### src/sv/dlr_pkg.sv
package dlr_pkg;

   localparam int COORD_BITS_DEF = 16;
   localparam int FRAC_BITS_DEF  = 16;

   localparam logic OP_LOAD = 1'b0;
   localparam logic OP_NEXT = 1'b1;

   typedef struct packed {
      logic load;
      logic prep;
      logic div_start;
      logic div_step;
      logic emit_first;
      logic advance;
   } dlr_cmd_type;

   typedef struct packed {
      logic active;
      logic len_zero;
   } dlr_sts_type;

endpackage

### src/sv/dlr_div.sv
module dlr_div #(
   parameter int COORD_BITS = dlr_pkg::COORD_BITS_DEF,
   parameter int FRAC_BITS  = dlr_pkg::FRAC_BITS_DEF
) (
   input  logic                  clock,
   input  logic                  start,
   input  logic                  step,
   input  logic [COORD_BITS-1:0] dividend,
   input  logic [COORD_BITS-1:0] divisor,
   output logic [FRAC_BITS:0]    quotient
);
   import dlr_pkg::*;

   logic [COORD_BITS:0] rem_ff, rem_in;
   logic [FRAC_BITS:0]  quo_ff, quo_in;
   logic [COORD_BITS:0] div_ext;
   logic [COORD_BITS:0] diff;
   logic [COORD_BITS:0] base;
   logic                ge;

   // restoring division of dividend * 2^FRAC_BITS, one quotient bit per step
   always_comb begin
      div_ext = {1'b0, divisor};
      ge      = (rem_ff >= div_ext);
      diff    = rem_ff - div_ext;
      base    = ge ? diff : rem_ff;
      rem_in  = rem_ff;
      quo_in  = quo_ff;
      if (start) begin
         rem_in = {1'b0, dividend};
         quo_in = '0;
      end else if (step) begin
         rem_in = {base[COORD_BITS-1:0], 1'b0};
         quo_in = {quo_ff[FRAC_BITS-1:0], ge};
      end
   end

   always_ff @(posedge clock) begin
      rem_ff <= rem_in;
      quo_ff <= quo_in;
   end

   assign quotient = quo_ff;

endmodule

### src/sv/dlr_datapath.sv
module dlr_datapath #(
   parameter int COORD_BITS = dlr_pkg::COORD_BITS_DEF,
   parameter int FRAC_BITS  = dlr_pkg::FRAC_BITS_DEF
) (
   input  logic                         clock,
   input  logic                         reset,
   input  dlr_pkg::dlr_cmd_type         cmd,
   output dlr_pkg::dlr_sts_type         sts,
   input  logic signed [COORD_BITS-1:0] start_x,
   input  logic signed [COORD_BITS-1:0] start_y,
   input  logic signed [COORD_BITS-1:0] end_x,
   input  logic signed [COORD_BITS-1:0] end_y,
   output logic signed [COORD_BITS-1:0] pixel_x,
   output logic signed [COORD_BITS-1:0] pixel_y,
   output logic                         last
);
   import dlr_pkg::*;

   localparam int PosBits  = COORD_BITS + FRAC_BITS;
   localparam int StepBits = FRAC_BITS + 2;

   logic signed [PosBits-1:0]    pos_x_ff, pos_x_in, pos_y_ff, pos_y_in;
   logic signed [StepBits-1:0]   step_x_ff, step_x_in, step_y_ff, step_y_in;
   logic [COORD_BITS-1:0]        left_ff, left_in;
   logic                         active_ff, active_in;
   logic [COORD_BITS:0]          dx_ff, dx_in, dy_ff, dy_in;
   logic [COORD_BITS-1:0]        mag_x_ff, mag_x_in, mag_y_ff, mag_y_in;
   logic [COORD_BITS-1:0]        len_ff, len_in;
   logic                         neg_x_ff, neg_x_in, neg_y_ff, neg_y_in;
   logic signed [COORD_BITS-1:0] pixel_x_ff, pixel_x_in, pixel_y_ff, pixel_y_in;
   logic                         last_ff, last_in;

   logic [COORD_BITS:0]          abs_x, abs_y;
   logic [FRAC_BITS:0]           quo_x, quo_y;
   logic [StepBits-1:0]          uq_x, uq_y;
   logic signed [PosBits-1:0]    sum_x, sum_y;
   logic signed [PosBits-1:0]    src_x, src_y;
   logic [PosBits-1:0]           bias_x, bias_y;
   logic [PosBits-1:0]           trunc_x, trunc_y;

   dlr_div #(
      .COORD_BITS(COORD_BITS),
      .FRAC_BITS (FRAC_BITS)
   ) u_div_x (
      .clock   (clock),
      .start   (cmd.div_start),
      .step    (cmd.div_step),
      .dividend(mag_x_ff),
      .divisor (len_ff),
      .quotient(quo_x)
   );

   dlr_div #(
      .COORD_BITS(COORD_BITS),
      .FRAC_BITS (FRAC_BITS)
   ) u_div_y (
      .clock   (clock),
      .start   (cmd.div_start),
      .step    (cmd.div_step),
      .dividend(mag_y_ff),
      .divisor (len_ff),
      .quotient(quo_y)
   );

   always_comb begin
      abs_x = dx_ff[COORD_BITS] ? (~dx_ff + 1'b1) : dx_ff;
      abs_y = dy_ff[COORD_BITS] ? (~dy_ff + 1'b1) : dy_ff;
      uq_x  = {1'b0, quo_x};
      uq_y  = {1'b0, quo_y};

      sum_x = pos_x_ff + {{(PosBits-StepBits){step_x_ff[StepBits-1]}}, step_x_ff};
      sum_y = pos_y_ff + {{(PosBits-StepBits){step_y_ff[StepBits-1]}}, step_y_ff};
      src_x = cmd.advance ? sum_x : pos_x_ff;
      src_y = cmd.advance ? sum_y : pos_y_ff;

      // truncate toward zero: bias negative positions before the shift
      bias_x  = src_x[PosBits-1] ? {{COORD_BITS{1'b0}}, {FRAC_BITS{1'b1}}} : '0;
      bias_y  = src_y[PosBits-1] ? {{COORD_BITS{1'b0}}, {FRAC_BITS{1'b1}}} : '0;
      trunc_x = src_x + bias_x;
      trunc_y = src_y + bias_y;

      pos_x_in   = pos_x_ff;
      pos_y_in   = pos_y_ff;
      step_x_in  = step_x_ff;
      step_y_in  = step_y_ff;
      left_in    = left_ff;
      active_in  = active_ff;
      dx_in      = dx_ff;
      dy_in      = dy_ff;
      mag_x_in   = mag_x_ff;
      mag_y_in   = mag_y_ff;
      len_in     = len_ff;
      neg_x_in   = neg_x_ff;
      neg_y_in   = neg_y_ff;
      pixel_x_in = pixel_x_ff;
      pixel_y_in = pixel_y_ff;
      last_in    = last_ff;

      if (cmd.load) begin
         pos_x_in  = {start_x, {FRAC_BITS{1'b0}}};
         pos_y_in  = {start_y, {FRAC_BITS{1'b0}}};
         dx_in     = {end_x[COORD_BITS-1], end_x} - {start_x[COORD_BITS-1], start_x};
         dy_in     = {end_y[COORD_BITS-1], end_y} - {start_y[COORD_BITS-1], start_y};
         active_in = 1'b0;
      end

      if (cmd.prep) begin
         neg_x_in = dx_ff[COORD_BITS];
         neg_y_in = dy_ff[COORD_BITS];
         mag_x_in = abs_x[COORD_BITS-1:0];
         mag_y_in = abs_y[COORD_BITS-1:0];
         len_in   = (abs_x[COORD_BITS-1:0] >= abs_y[COORD_BITS-1:0]) ?
                    abs_x[COORD_BITS-1:0] : abs_y[COORD_BITS-1:0];
      end

      if (cmd.div_start) begin
         left_in = len_ff;
      end

      if (cmd.emit_first) begin
         if (len_ff == '0) begin
            step_x_in = '0;
            step_y_in = '0;
         end else begin
            step_x_in = neg_x_ff ? -uq_x : uq_x;
            step_y_in = neg_y_ff ? -uq_y : uq_y;
         end
         active_in  = (len_ff != '0);
         pixel_x_in = trunc_x[PosBits-1:FRAC_BITS];
         pixel_y_in = trunc_y[PosBits-1:FRAC_BITS];
         last_in    = (len_ff == '0);
      end

      if (cmd.advance) begin
         pos_x_in   = sum_x;
         pos_y_in   = sum_y;
         left_in    = left_ff - 1'b1;
         active_in  = (left_ff != {{(COORD_BITS-1){1'b0}}, 1'b1});
         pixel_x_in = trunc_x[PosBits-1:FRAC_BITS];
         pixel_y_in = trunc_y[PosBits-1:FRAC_BITS];
         last_in    = (left_ff == {{(COORD_BITS-1){1'b0}}, 1'b1});
      end
   end

   always_ff @(posedge clock) begin
      if (reset) begin
         active_ff <= 1'b0;
         pos_x_ff  <= '0;
         pos_y_ff  <= '0;
         step_x_ff <= '0;
         step_y_ff <= '0;
         left_ff   <= '0;
      end else begin
         active_ff <= active_in;
         pos_x_ff  <= pos_x_in;
         pos_y_ff  <= pos_y_in;
         step_x_ff <= step_x_in;
         step_y_ff <= step_y_in;
         left_ff   <= left_in;
      end
      dx_ff      <= dx_in;
      dy_ff      <= dy_in;
      mag_x_ff   <= mag_x_in;
      mag_y_ff   <= mag_y_in;
      len_ff     <= len_in;
      neg_x_ff   <= neg_x_in;
      neg_y_ff   <= neg_y_in;
      pixel_x_ff <= pixel_x_in;
      pixel_y_ff <= pixel_y_in;
      last_ff    <= last_in;
   end

   assign sts.active   = active_ff;
   assign sts.len_zero = (len_ff == '0);
   assign pixel_x      = pixel_x_ff;
   assign pixel_y      = pixel_y_ff;
   assign last         = last_ff;

endmodule

### src/sv/dlr_ctrl.sv
module dlr_ctrl #(
   parameter int FRAC_BITS = dlr_pkg::FRAC_BITS_DEF
) (
   input  logic                 clock,
   input  logic                 reset,
   input  logic                 req_valid,
   output logic                 req_ready,
   input  logic                 req_op,
   output logic                 rsp_valid,
   input  logic                 rsp_ready,
   output dlr_pkg::dlr_cmd_type cmd,
   input  dlr_pkg::dlr_sts_type sts
);
   import dlr_pkg::*;

   localparam int CntBits = $clog2(FRAC_BITS + 1);

   typedef enum logic [2:0] {
      ST_IDLE,
      ST_PREP,
      ST_SETUP,
      ST_DIVIDE,
      ST_EMIT
   } state_type;

   state_type          state_ff, state_in;
   logic [CntBits-1:0] cnt_ff, cnt_in;
   logic               rsp_valid_ff, rsp_valid_in;
   logic               out_free;
   logic               accept;

   always_comb begin
      out_free  = !rsp_valid_ff || rsp_ready;
      req_ready = (state_ff == ST_IDLE) && out_free;
      accept    = req_valid && req_ready;

      cmd            = '0;
      cmd.load       = accept && (req_op == OP_LOAD);
      cmd.advance    = accept && (req_op == OP_NEXT) && sts.active;
      cmd.prep       = (state_ff == ST_PREP);
      cmd.div_start  = (state_ff == ST_SETUP);
      cmd.div_step   = (state_ff == ST_DIVIDE);
      cmd.emit_first = (state_ff == ST_EMIT) && out_free;

      state_in = state_ff;
      cnt_in   = cnt_ff;
      unique case (state_ff)
         ST_IDLE: begin
            if (cmd.load) begin
               state_in = ST_PREP;
            end
         end
         ST_PREP: begin
            state_in = ST_SETUP;
         end
         ST_SETUP: begin
            cnt_in   = '0;
            state_in = sts.len_zero ? ST_EMIT : ST_DIVIDE;
         end
         ST_DIVIDE: begin
            cnt_in = cnt_ff + 1'b1;
            if (cnt_ff == CntBits'(FRAC_BITS)) begin
               state_in = ST_EMIT;
            end
         end
         ST_EMIT: begin
            if (out_free) begin
               state_in = ST_IDLE;
            end
         end
         default: state_in = ST_IDLE;
      endcase

      rsp_valid_in = rsp_valid_ff;
      if (rsp_valid_ff && rsp_ready) begin
         rsp_valid_in = 1'b0;
      end
      if (cmd.emit_first || cmd.advance) begin
         rsp_valid_in = 1'b1;
      end
   end

   always_ff @(posedge clock) begin
      if (reset) begin
         state_ff     <= ST_IDLE;
         cnt_ff       <= '0;
         rsp_valid_ff <= 1'b0;
      end else begin
         state_ff     <= state_in;
         cnt_ff       <= cnt_in;
         rsp_valid_ff <= rsp_valid_in;
      end
   end

   assign rsp_valid = rsp_valid_ff;

endmodule

### src/sv/dda_line_rasterizer.sv
// DDA line rasterizer. A load transaction (op 0) takes a segment's two
// endpoints and, after a prepare, a setup and a divide state (a zero-length
// segment skips the divide), returns its first pixel; two restoring dividers
// working in parallel form the signed per-step increments one quotient bit
// per cycle. Each next-pixel transaction (op 1) then returns the next pixel,
// the 16.16 position truncated toward zero, with last set on the final one of
// the segment's length + 1 pixels; a next-pixel transaction with no segment
// running is accepted and returns nothing. A new transaction is taken when
// the controller is idle and the result register is empty or is being read
// in the same cycle.
module dda_line_rasterizer #(
   parameter int COORD_BITS = dlr_pkg::COORD_BITS_DEF,
   parameter int FRAC_BITS  = dlr_pkg::FRAC_BITS_DEF
) (
   input  logic                         clock,
   input  logic                         reset,
   input  logic                         req_valid,
   output logic                         req_ready,
   input  logic                         req_op,
   input  logic signed [COORD_BITS-1:0] req_start_x,
   input  logic signed [COORD_BITS-1:0] req_start_y,
   input  logic signed [COORD_BITS-1:0] req_end_x,
   input  logic signed [COORD_BITS-1:0] req_end_y,
   output logic                         rsp_valid,
   input  logic                         rsp_ready,
   output logic signed [COORD_BITS-1:0] rsp_pixel_x,
   output logic signed [COORD_BITS-1:0] rsp_pixel_y,
   output logic                         rsp_last
);
   import dlr_pkg::*;

   dlr_cmd_type cmd;
   dlr_sts_type sts;

   dlr_ctrl #(
      .FRAC_BITS(FRAC_BITS)
   ) u_ctrl (
      .clock    (clock),
      .reset    (reset),
      .req_valid(req_valid),
      .req_ready(req_ready),
      .req_op   (req_op),
      .rsp_valid(rsp_valid),
      .rsp_ready(rsp_ready),
      .cmd      (cmd),
      .sts      (sts)
   );

   dlr_datapath #(
      .COORD_BITS(COORD_BITS),
      .FRAC_BITS (FRAC_BITS)
   ) u_datapath (
      .clock  (clock),
      .reset  (reset),
      .cmd    (cmd),
      .sts    (sts),
      .start_x(req_start_x),
      .start_y(req_start_y),
      .end_x  (req_end_x),
      .end_y  (req_end_y),
      .pixel_x(rsp_pixel_x),
      .pixel_y(rsp_pixel_y),
      .last   (rsp_last)
   );

endmodule

### config.mk
export PLATFORM = sky130hd
export DESIGN_NAME = dda_line_rasterizer
export DESIGN_NICKNAME = d
export VERILOG_FILES = /design/src/sv/dlr_pkg.sv /design/src/sv/dlr_div.sv /design/src/sv/dlr_datapath.sv /design/src/sv/dlr_ctrl.sv /design/src/sv/dda_line_rasterizer.sv
export SDC_FILE = /design/constraint.sdc
export NUM_CORES = 1
export LEC_CHECK = 0
export ABC_AREA = 1
export BUFFER_PORTS_ARGS = -buffer_cell sky130_fd_sc_hd__buf_2
export CAP_MARGIN = 20
export CORE_UTILIZATION = 57
export CTS_CLUSTER_DIAMETER = 150
export CTS_CLUSTER_SIZE = 25
export DETAILED_ROUTE_END_ITERATION = 6
export GPL_TIMING_DRIVEN = 0
export PLACE_DENSITY = 0.87
export RECOVER_POWER = 50
export SLEW_MARGIN = 40
export SYNTH_ARGS = -nofsm -noshare
export SYNTH_HDL_FRONTEND = slang
export SYNTH_SLANG_ARGS = --single-unit
### constraint.sdc
create_clock -name clock -period 3.38 [get_ports clock]
set_clock_uncertainty 0.15 [all_clocks]
set_input_delay 0.338 -clock clock [delete_from_list [all_inputs] [get_ports clock]]
set_output_delay 0.338 -clock clock [all_outputs]
set_load 0.02 [all_outputs]
==> flow_summary.json <==
{
  "outcome": "finished with violations",
  "failed_checks": "DRC, hold timing, setup timing",
  "ir_worst_vdd_uv": 419,
  "io_buffers": 102,
  "crit_required_ns": 3.63,
  "synth.avg_cell_area_um2": 6.96,
  "antennaDiodeCount": 0,
  "cts.reportedPaths.clkPinSlew_ns": 0.12,
  "drc": 7,
  "wl_um": 85200,
  "yosysUniqueCellTypes": 53,
  "hold_end": "u_datapath.pos_x_ff[25]",
  "final_area_um2": 29100,
  "min-delay-start": "req_start_x[9]",
  "post-place-ws_ns": -1.11,
  "tightest_slew_ns": 1.16,
  "crit_fanout": 8,
  "pin_count": 104,
  "synth_commonest_cells": "nand2_1 (946), inv_1 (378), a21oi_1 (347)",
  "grt_max_degree": 35,
  "synth.most_common_cell": "nand2_1",
  "vias": 25600,
  "fp.dieW_um": 203,
  "netlist_instances": 3319,
  "wl_per_cell_um": 20.7,
  "overflow": 0,
  "r2r_end": "u_datapath.len_ff[1]",
  "dr.pass1.iters": 7,
  "rsz0062_at_grt": "yes",
  "critical_path_class": "reg2reg",
  "drive_gt1_share_pct": 21.7,
  "ys_warn_count": 0,
  "syn_nets": 3574,
  "cts_buffers": 16,
  "ant_nets": 0,
  "power_density_nw_per_um2": 678,
  "postPlaceCellArea_um2": 24400,
  "maxSlewHeadroom_pct": 22.9,
  "rows": 73,
  "clock_latency_ns": 0.57,
  "synth_area_leaders": "edfxtp_1 (19%), nand2_1 (15%), dfxtp_1 (14%), ha_1 (9.7%), a21oi_1 (7.5%)",
  "start_kind": "flop",
  "cts.sinks": 311,
  "yosys_register_bits": 311,
  "die_y_um": 203,
  "grtUsageTotal_pct": 37.1,
  "crit_family": "simple AND/OR/NAND/NOR gates",
  "antenna_found_initial": 0,
  "nets": 3843,
  "ff2ff_path_depth": 20,
  "via_per_inst": 6.22,
  "core_um2": 39800,
  "endpoint_kind": "flop",
  "grt_util_met3_pct": 6.71,
  "htreeDepth": 1,
  "synth_edf_count": 149,
  "busiest_layer": "met2",
  "synth_area_leader_cell": "edfxtp_1",
  "crit_chain": "inv_1 > ha_4 > inv_4 > nor3_4 > inv_2 > nor3_2 > inv_1 > nor3_2 > nand2_1 > o21ai_2 > and3_4 > xor2_2 > ha_1 > nand4_1 > nor3_2 > nand3_1 > nand3_4 > buf_8 > nand2_2 > o21ai_2",
  "max_freq_mhz": 251,
  "rrSetupSlack_ns": -0.61,
  "fin_util_pct": 73.0,
  "holdCritPathClass": "in2reg",
  "cts_tree": "yes",
  "hold_violations": 1,
  "hpwl_um": 56200,
  "crit_path_frequent_cell": "nor3_2",
  "yosysTopAreaCellShare_pct": 19.4,
  "gp_congestion": 1.02,
  "grt_pass1_wl_um": 122000,
  "slew_violations": 0,
  "post-route-period-util_pct": 118,
  "syn_to_final_growth_pct": 25.9,
  "cts_buffer_depth": 3,
  "setup_ws_ns": -0.608,
  "grt_use_met1_pct": 50.1,
  "max_cap_violations": 0,
  "cp_slowest_cell": "edfxtp_1",
  "drtIter0Drc": 3635,
  "path_buf_inv": 5,
  "async_flop_share_pct": 0,
  "hold_ws_ns": -0.0122,
  "r2r-start": "u_datapath.dy_ff[1]",
  "start_util_pct": 58.0,
  "critPathMaxStageDelay_ns": 0.46,
  "netlist_area_um2": 23100,
  "yosys_most_used_dff": "dfxtp_1",
  "use_met2_pct": 57.3,
  "worstHoldPathCells": 3,
  "setup_violations": 48,
  "cts-root-buf": "clkbuf_16",
  "dieArea_um2": 41300,
  "power_leakage_nw": 12.4,
  "synth-seq-area-share_pct": 33.4,
  "min_period_ns": 3.99,
  "grt_pass1_vias": 23100,
  "setup_tns_ns": -16.39,
  "crit_arrival_ns": 4.24
}
## state kept, by name (all words and copies together), names as in the netlist, 3 cells and up
| signal | flops |
|---|---|
| u_datapath.step_y_ff | 18 |
| u_datapath.pos_y_ff | 32 |
| u_datapath.u_div_y.quotient | 17 |
| u_datapath.dy_ff | 17 |
| u_ctrl.state_ff | 3 |
| u_datapath.u_div_x.quotient | 17 |
| u_datapath.left_ff | 16 |
| u_datapath.dx_ff | 17 |
| u_datapath.len_ff | 16 |
| u_datapath.mag_x_ff | 16 |
| u_datapath.u_div_y.rem_ff | 17 |
| u_datapath.pos_x_ff | 32 |
| u_datapath.pixel_x | 16 |
| u_datapath.pixel_y | 16 |
| u_datapath.u_div_x.rem_ff | 17 |
| u_datapath.step_x_ff | 18 |
| u_datapath.mag_y_ff | 16 |
| u_ctrl.cnt_ff | 5 |
## worst min-delay path, delay by kind of cell
family,cells,cell delay (ns)
AO/OA/AOI/OAI,2,0.24
buffers and inverters,1,0.10
## kinds of logic after synthesis
logic type | count (synthesis) | share of synthesized area (%)
AOI/OAI and AO/OA | 698 | 16.3
xor gates and xnor gates | 98 | 3.72
adders and majority gates | 186 | 10.3
buffers and inverters | 465 | 7.74
DFF | 311 | 33.4
and+or+nand+nor | 1561 | 28.6
## stage by stage
step | instances | power [W]
floorplan | 3319 | 0.0122
finish | 4121 | 0.0197
global route | 4121 | 0.0207
CTS | 4071 | 0.0182
detailed placement | 3951 | 0.0146
global placement | 3946 | 0.0143
## worst max-delay path by stage
stage | from | to | slack, ns | cells after the start
2_1_floorplan | u_ctrl.rsp_valid | u_datapath.pixel_y[3] | 0.007 | 21
3_3_place_gp | rsp_ready | u_datapath.pixel_x[13] | -1.04 | 20
3_5_place_dp | u_ctrl.state_ff[1] | u_datapath.pixel_x[13] | -1.11 | 20
4_1_cts | u_datapath.step_y_ff[17] | u_datapath.pixel_y[3] | -0.14 | 21
5_1_grt | u_datapath.dy_ff[1] | u_datapath.len_ff[6] | -0.72 | 20
6_report | u_datapath.dy_ff[1] | u_datapath.len_ff[1] | -0.61 | 20
## layer usage
layer | part of all wire (%) | vias to the layer above
li1 | - | 11600
met1 | 38 | 11700
met2 | 43 | 1881
met3 | 13 | 438
met4 | 6.4 | 0
met5 | 0 | -
## where the power goes
part	internal, W	total [W]	switching [W]	leakage [nW]
Sequential	0.00530	0.00609	0.000791	2.70
Clock	0.000956	0.00232	0.00137	0.226
Combinational	0.00416	0.0113	0.00714	9.52
## layout by cell type (no fill, tap or decap), types with 32 or more instances in the layout
master,instances
dfxtp_1,138
nor2_2,33
ha_4,85
buf_4,107
nand4_1,36
nand2_4,34
inv_1,364
a21oi_2,43
nand3_1,162
nand2_2,126
o22ai_1,32
nand3b_1,33
o21ai_0,170
buf_2,66
edfxtp_1,149
ha_1,94
nor2_1,200
xor2_1,61
nand2_1,803
clkbuf_1,93
a21oi_1,285
## layout make-up
type	count	area, um2
clock buffer	25	455
clock inverter	1	16.3
multi-input combinational	2547	16400
buffer	74	455
tap	525	657
fill	2813	10800
timing repair buffer	250	1840
inverter	388	1460
sequential	311	7760
## timing repair
item / in CTS / in global routing
cloned: 6 / 1
setup endpoints to repair: 48 / 78
setup buffers: 80 / 52
resized for setup: 406 / 302
hold endpoints to repair: 10 / 0
pin swaps: 93 / 159
hold buffers: 10 / 0
Note: power is estimated with default switching activity, not from simulation.
